[config.mk]
export PLATFORM = sky130hd
export DESIGN_NAME = uvs_front
export DESIGN_NICKNAME = d
export VERILOG_FILES = /design/src/rtl/uvs_pkg.sv /design/src/rtl/uvs_front.sv
export SDC_FILE = /design/constraint.sdc
export NUM_CORES = 1
export LEC_CHECK = 0
export BUFFER_PORTS_ARGS = -buffer_cell sky130_fd_sc_hd__buf_2
export CAP_MARGIN = 40
export CORE_MARGIN = 2
export CORE_UTILIZATION = 58
export CTS_CLUSTER_DIAMETER = 120
export CTS_CLUSTER_SIZE = 30
export DETAILED_ROUTE_END_ITERATION = 6
export PLACE_DENSITY_LB_ADDON = 0.3
export SYNTH_ARGS = -nofsm -noshare
export SYNTH_HDL_FRONTEND = slang
export SYNTH_SLANG_ARGS = --single-unit
[constraint.sdc]
create_clock -name clk_i -period 7.7 [get_ports clk_i]
set_clock_uncertainty 0.15 [all_clocks]
set_input_delay 0.385 -clock clk_i [delete_from_list [all_inputs] [get_ports clk_i]]
set_output_delay 0.385 -clock clk_i [all_outputs]
set_load 0.05 [all_outputs]
[src/rtl/uvs_pkg.sv]
// ----------------------------------------------------------------------------
// uvs_pkg
// Shared types and constants of the UV sphere tessellator.
// ----------------------------------------------------------------------------
package uvs_pkg;

  localparam int unsigned ANGLE_BITS_DEF = 16;
  localparam int unsigned COUNT_BITS_DEF = 8;

  // queue between front and back
  localparam int unsigned QDEPTH = 2;
  localparam int unsigned QPTR_W = 1;

  // sine unit pipeline depth
  localparam int unsigned SIN_LAT = 6;

  // Q16 Taylor coefficients of sin(pi/2*x), highest order first
  localparam logic [16:0] SIN_C4 = 17'd11;
  localparam logic [16:0] SIN_C3 = 17'd307;
  localparam logic [16:0] SIN_C2 = 17'd5223;
  localparam logic [16:0] SIN_C1 = 17'd42334;
  localparam logic [16:0] SIN_C0 = 17'd102944;
  localparam logic [16:0] SIN_ONE = 17'd65536;

  localparam logic [15:0] RADIUS_RST  = 16'd256;
  localparam logic [7:0]  STACKS_RST  = 8'd18;
  localparam logic [7:0]  SECTORS_RST = 8'd36;

  typedef enum logic [1:0] {
    CFG_RADIUS  = 2'd0,
    CFG_STACKS  = 2'd1,
    CFG_SECTORS = 2'd2
  } cfg_idx_e;

  // per-item sideband that does not depend on the angles
  typedef struct packed {
    logic        grid;
    logic        has_tri;
    logic [15:0] a0;
    logic [15:0] a1;
    logic [15:0] a2;
    logic [15:0] b0;
    logic [15:0] b1;
    logic [15:0] b2;
  } mesh_t;

endpackage

[src/rtl/uvs_front.sv]
// ----------------------------------------------------------------------------
// uvs_front
// Accepts grid points, classifies them, builds triangle indices and the
// angle division operands, and queues them for the back end.
// ----------------------------------------------------------------------------
module uvs_front import uvs_pkg::*; #(
  parameter int unsigned ANGLE_BITS = ANGLE_BITS_DEF,
  parameter int unsigned COUNT_BITS = COUNT_BITS_DEF,
  parameter int unsigned NUM_W      = COUNT_BITS + ANGLE_BITS + 2,
  parameter int unsigned DEN_W      = COUNT_BITS + 2
) (
  input  logic             clk_i,
  input  logic             rst_ni,
  input  logic             in_valid_i,
  output logic             in_ready_o,
  input  logic [7:0]       stack_index_i,
  input  logic [7:0]       sector_index_i,
  input  logic [7:0]       stack_count_i,
  input  logic [7:0]       sector_count_i,
  input  logic             pop_i,
  output logic             deq_valid_o,
  output mesh_t            deq_mesh_o,
  output logic [NUM_W-1:0] deq_num_phi_o,
  output logic [DEN_W-1:0] deq_den_phi_o,
  output logic [NUM_W-1:0] deq_num_th_o,
  output logic [DEN_W-1:0] deq_den_th_o
);

  logic [COUNT_BITS-1:0] idx_i, idx_j, s_raw, n_raw, s_cnt, n_cnt;
  logic [COUNT_BITS:0]   row;
  logic [15:0]           here, below;
  logic                  grid, has_tri;
  mesh_t                 mesh;
  logic [NUM_W-1:0]      num_phi, num_th;
  logic [DEN_W-1:0]      den_phi, den_th;

  always_comb begin
    idx_i = COUNT_BITS'(stack_index_i);
    idx_j = COUNT_BITS'(sector_index_i);
    s_raw = COUNT_BITS'(stack_count_i);
    n_raw = COUNT_BITS'(sector_count_i);
    // zero count acts as one
    s_cnt = (s_raw == '0) ? COUNT_BITS'(1) : s_raw;
    n_cnt = (n_raw == '0) ? COUNT_BITS'(1) : n_raw;
    grid    = (idx_i <= s_cnt) && (idx_j <= n_cnt);
    has_tri = (idx_i < s_cnt) && (idx_j < n_cnt);
    row   = (COUNT_BITS + 1)'(n_cnt) + (COUNT_BITS + 1)'(1);
    here  = 16'(16'(idx_i) * 16'(row)) + 16'(idx_j);
    below = here + 16'(row);

    mesh.grid    = grid;
    mesh.has_tri = has_tri;
    mesh.a0   = has_tri ? below : 16'd0;
    mesh.a1   = has_tri ? here : 16'd0;
    mesh.a2   = has_tri ? here + 16'd1 : 16'd0;
    mesh.b0   = has_tri ? below : 16'd0;
    mesh.b1   = has_tri ? below + 16'd1 : 16'd0;
    mesh.b2   = has_tri ? here + 16'd1 : 16'd0;

    // phi offset = (2*i*FULL + s) / (4*s), theta = (2*j*FULL + n) / (2*n)
    num_phi = (NUM_W'(idx_i) << (ANGLE_BITS + 1)) + NUM_W'(s_cnt);
    den_phi = DEN_W'(s_cnt) << 2;
    num_th  = (NUM_W'(idx_j) << (ANGLE_BITS + 1)) + NUM_W'(n_cnt);
    den_th  = DEN_W'(n_cnt) << 1;
  end

  // small queue
  mesh_t            q_mesh_q    [QDEPTH];
  logic [NUM_W-1:0] q_num_phi_q [QDEPTH];
  logic [DEN_W-1:0] q_den_phi_q [QDEPTH];
  logic [NUM_W-1:0] q_num_th_q  [QDEPTH];
  logic [DEN_W-1:0] q_den_th_q  [QDEPTH];
  logic [QPTR_W-1:0] wr_ptr_q, wr_ptr_d, rd_ptr_q, rd_ptr_d;
  logic [QPTR_W:0]   cnt_q, cnt_d;
  logic              push, pop;

  assign in_ready_o  = (cnt_q != (QPTR_W + 1)'(QDEPTH));
  assign deq_valid_o = (cnt_q != '0);
  assign push        = in_valid_i && in_ready_o;
  assign pop         = pop_i && deq_valid_o;

  always_comb begin
    wr_ptr_d = push ? wr_ptr_q + QPTR_W'(1) : wr_ptr_q;
    rd_ptr_d = pop ? rd_ptr_q + QPTR_W'(1) : rd_ptr_q;
    cnt_d    = cnt_q + (QPTR_W + 1)'(push) - (QPTR_W + 1)'(pop);
  end

  always_ff @(posedge clk_i or negedge rst_ni) begin
    if (!rst_ni) begin
      wr_ptr_q <= '0;
      rd_ptr_q <= '0;
      cnt_q    <= '0;
    end else begin
      wr_ptr_q <= wr_ptr_d;
      rd_ptr_q <= rd_ptr_d;
      cnt_q    <= cnt_d;
    end
  end

  always_ff @(posedge clk_i) begin
    if (push) begin
      q_mesh_q[wr_ptr_q]    <= mesh;
      q_num_phi_q[wr_ptr_q] <= num_phi;
      q_den_phi_q[wr_ptr_q] <= den_phi;
      q_num_th_q[wr_ptr_q]  <= num_th;
      q_den_th_q[wr_ptr_q]  <= den_th;
    end
  end

  assign deq_mesh_o    = q_mesh_q[rd_ptr_q];
  assign deq_num_phi_o = q_num_phi_q[rd_ptr_q];
  assign deq_den_phi_o = q_den_phi_q[rd_ptr_q];
  assign deq_num_th_o  = q_num_th_q[rd_ptr_q];
  assign deq_den_th_o  = q_den_th_q[rd_ptr_q];

  a_cnt_bound: assert property (@(posedge clk_i) disable iff (!rst_ni)
    cnt_q <= (QPTR_W + 1)'(QDEPTH))
    else $error("queue count above depth");

  a_push_fills: assert property (@(posedge clk_i) disable iff (!rst_ni)
    push |=> cnt_q != '0)
    else $error("queue empty after push");

endmodule

## After elaboration in Yosys (flattened, before gate mapping)

Memory sizes are Yosys's and may differ from the RTL's.
Cells that the tools add are included.

- Word-level logic and storage cells: 40
- Output and inout bits: 172
- Flip-flop bits (word level): 4
- Bits of input ports: 36
- RAM bits: 332
- Memories kept: 5

- Equality and inequality tests: 1
- $mul: 1
- Reductions and logical operators: 7
- Magnitude comparators: 4
- Muxes and demuxes: 8
- Add/sub/neg operators: 11

Memory list:

| memory | words | bits a word | read ports | clocked after memory_dff | write ports | RTL line | text |
|---|---|---|---|---|---|---|---|
| q_mesh_q | 2 | 98 | 1 | 0 | 1 | uvs_front.sv:68 | `mesh_t q_mesh_q [QDEPTH];` |
| q_num_phi_q | 2 | 26 | 1 | 0 | 1 | uvs_front.sv:69 | `logic [NUM_W-1:0] q_num_phi_q [QDEPTH];` |
| q_num_th_q | 2 | 26 | 1 | 0 | 1 | uvs_front.sv:71 | `logic [NUM_W-1:0] q_num_th_q [QDEPTH];` |
| q_den_phi_q | 2 | 8 | 1 | 0 | 1 | uvs_front.sv:70 | `logic [DEN_W-1:0] q_den_phi_q [QDEPTH];` |
| q_den_th_q | 2 | 8 | 1 | 0 | 1 | uvs_front.sv:72 | `logic [DEN_W-1:0] q_den_th_q [QDEPTH];` |

Operator list:

| operator | number |
|---|---|
| $mux W16 | 4 |
| $add A25 B8 Y26 | 2 |
| $add A16 B1 Y16 const B | 2 |
| $add A16 B8 Y16 | 1 |
| $add A16 B9 Y16 | 1 |
| $le A8 B8 Y1 | 2 |
| $logic_not A8 Y1 | 2 |
| $lt A8 B8 Y1 | 2 |
| $mul A8 B9 Y16 | 1 |
| $mux W8 | 2 |
| $add A8 B1 Y9 const B | 1 |
| $logic_and A1 B1 Y1 | 4 |
| $add A1 B1 Y1 const B | 2 |
| $add A2 B1 Y2 | 1 |
| $mux W1 | 2 |
| $ne A2 B2 Y1 const B | 1 |
| $reduce_bool A2 Y1 | 1 |
| $sub A2 B1 Y2 | 1 |

## Logic depth before layout (Yosys ltp)

- Depth after elaboration: 8
- Gate-level depth with buffers: 27
- Depth with buffers taken out: 27

## Least setup slack after synthesis

Ideal clock, no wire load.

- Path type: input port to flip-flop
- Start point: input sector_count_i[4]
- End point: memory q_mesh_q[0][31] (netlist bit), data pin
- Stages on the path: 23
- Arrival time: 6488 ps
- Setup time: 160 ps
- Path slack: 902 ps
- Path through: nor4_1 > a41oi_1 > a21boi_1 > nand2_1 > fa_1 > fa_1 > inv_1 > fa_1 > inv_1 > fa_1 > inv_1 > ha_1 > o211ai_1 > o21ai_0 > xor2_1 > ha_1 > o2111ai_1 > o21ai_0 > or3b_1 > xor2_2 > nand4_1 > a211oi_2 > mux2i_1

RTL lines:

| element | RTL line | text |
|---|---|---|
| start: declaration | uvs_front.sv:19 | `input logic [7:0] sector_count_i,` |
| end: declaration | uvs_front.sv:68 |  |

==> flow_summary.toml <==
[cts]
clk_latency_ps = 440
root_buffer = "clkbuf_16"
cts_made_buffers = 17
cts-htree-levels = 4
hold_buffers = 5
clock_sinks = 200
cts_tree = "done"
post-cts-setup-buffer-count = 0
cts-resized-gates = 0
ctsLongestPathBuffers = 2
clkSlewWorstSetupHoldPaths_ps = 70

[logic_synthesis]
yosysWarnings = 0
synth_edf_count = 196
synth.yosys.seq_area_share = 0.481
synthDistinctLibCells = 65
async_flop_share = 0.0200
yosysTopAreaCell = "edfxtp_1"
synth_top_flop_cell = "edfxtp_1"
synth-seq-cells = 200
syn_inst = 1003
yosys-top-cells-area = "edfxtp_1, mux2_2, fa_1"
avgSynthCellArea_um2 = 12.4
synth.top_cell.area_share = 0.473
syn_area_um2 = 12500

[cells_and_area]
final_cell_mix = "edfxtp_1, buf_2, mux2_2"
drive_gt1_frac = 0.310
nets = 1292
nFillCells = 1620
multi_input_area_um2 = 5520
final_common_cell = "edfxtp_1"
seq_area_um2 = 5990
n_antenna_cell = 0
area_delta_synth_final_pct = 11.4

[timing]
hold_violations = 0
tightest_slew_ps = 872
fin_crit_ps = 6650
rsz0062_at_grt = "false"
setup_viol = 0
max_slew_margin = 0.419
fin_crit_sh = 0.864
drv_slew = 0
tns_ps = 0
timing.fmax_mhz = 150

[worst_setup_path]
critPathCaptureType = "flop"
cp-start-kind = "input port"
worst_ep_required_time_ps = 7820
reg2reg_slack_ps = 5250
reg2reg_depth = 3
arrival_ps = 6770
crit_type = "in -> reg"
critPathMaxFanout = 10

[floorplanning]
placeableCoreArea_um2 = 21000
die_w_um = 151
dieArea_um2 = 22700
io_pins = 208
die_h_um = 151
rows = 53
start_util = 0.592

[routing]
drc = 0
vias = 7676
drt-pass1-iter-count = 5
wirelength_mm = 25.1
viasPerCell = 5.37
drtIter0Drc = 498
wl_per_cell_um = 17.5
antenna_left = 0

[place]
port_buffers = 183
hpwl_mm = 18.1
finalWeightedCongestion = 0.873

[global_routing]
globalRoute.totalOverflow = 0
grt_max_degree = 63
grt_pass1_wl_mm = 39.0
grt_usage = 0.225
grt_pass1_vias = 7760
antenna_found_initial = 0

[worst_hold_path]
worstHoldPathType = "in -> reg"
hold_path_depth = 1

[status]
status = "complete, no violations"

[job]
drv_cap = 0
-- registers in the layout, indices dropped and copies added, names as in the netlist --
signal       flops
cnt_q            2
q_den_phi_q     14
q_den_th_q      14
q_mesh_q       132
q_num_phi_q     18
q_num_th_q      18
rd_ptr_q         1
wr_ptr_q         1
-- worst max-delay path: stages --
cell,delay [ps]
buf_2,130
nor4_1,280
a41oi_1,170
a21boi_1,170
buf_4,210
nand2_1,100
fa_1,500
fa_1,540
inv_1,50
fa_1,520
inv_1,50
fa_1,520
inv_1,40
ha_1,340
o211ai_1,150
o21ai_0,300
xor2_1,160
ha_1,420
o2111ai_1,140
o21ai_0,160
or3b_1,460
xor2_2,270
nand4_1,210
a211oi_2,230
mux2i_1,260
-- cell type report --
class,count,share of cell area
sequential,200,0.432
multi-input combinational,623,0.398
timing repair buffer,204,0.0792
clock buffer,18,0.0309
inverter,95,0.0257
tap,275,0.0248
clock inverter,14,0.00992
-- routing by layer --
metal | global-route usage | up-vias | wire length [µm]
li1 | - | 3666 | -
met1 | 0.284 | 3797 | 10400
met2 | 0.398 | 187 | 13100
met3 | 0.0412 | 26 | 1180
met4 | 0.0656 | 0 | 442
met5 | 0 | - | 0
-- worst paths after layout --
kind / startpoint / end
hold reg to reg: cnt_q[0]$_DFF_PN0_ / cnt_q[0]$_DFF_PN0_
hold / removal: stack_count_i[4] / q_den_phi_q[1][4]$_DFFE_PP_
setup / recovery: sector_count_i[4] / q_mesh_q[0][31]$_DFFE_PP_
min in group asynchronous: rst_ni / rd_ptr_q$_DFFE_PN0P_
max in group asynchronous: rst_ni / rd_ptr_q$_DFFE_PN0P_
setup reg to reg: cnt_q[1]$_DFF_PN0_ / q_num_phi_q[1][19]$_DFFE_PP_
-- cells in the mapped netlist (all sizes together) (3+ instances only) --
cell and n:
edfxtp 196, mux2 98, inv 95, buf 80, and2 66, ha 65
nor2 62, fa 50, nand2 39, xnor2 34, clkbuf 28, a21oi 23
xor2 19, a21o 15, nand3 12, nor3 12, o21ai 12, nand4 11
a211oi 9, nand2b 7, nor4 7, o211ai 7, or2 7, and3 5
dfrtp 4, nor3b 4, o21a 4, a21boi 3, nor2b 3, o211a 3
-- cell families (layout without fill, tap and decap cells) --
| logic type | count (synthesis) | in the layout | share of synthesized area |
|---|---|---|---|
| simple gates | 245 | 245 | 0.111 |
| mux | 100 | 100 | 0.0902 |
| buf+inv | 203 | 331 | 0.0839 |
| xor+xnor | 53 | 53 | 0.0385 |
| fa+ha+maj | 115 | 115 | 0.146 |
| other cells | 1 | 24 | 0.000301 |
| compound gates | 86 | 86 | 0.0494 |
| flops | 200 | 200 | 0.481 |
-- metrics by stage --
step / cells / utilization / instance area, µm² / worst slack (ps) / hold slack (ps)
2_1_floorplan: 1026 / - / 12500 / 902 / -60.6
3_3_place_gp: 1391 / 0.630 / 13200 / 729 / 49.1
3_5_place_dp: 1392 / 0.631 / 13300 / 628 / 50.8
4_1_cts: 1429 / 0.660 / 13900 / 1060 / 7.37
5_1_grt: 1429 / 0.660 / 13900 / 477 / 11.3
6_report: 1429 / 0.660 / 13900 / 1050 / 16.8
Power is not shown: default switching activity piles up to over one toggle a cycle in this logic, so the estimate is an artifact.
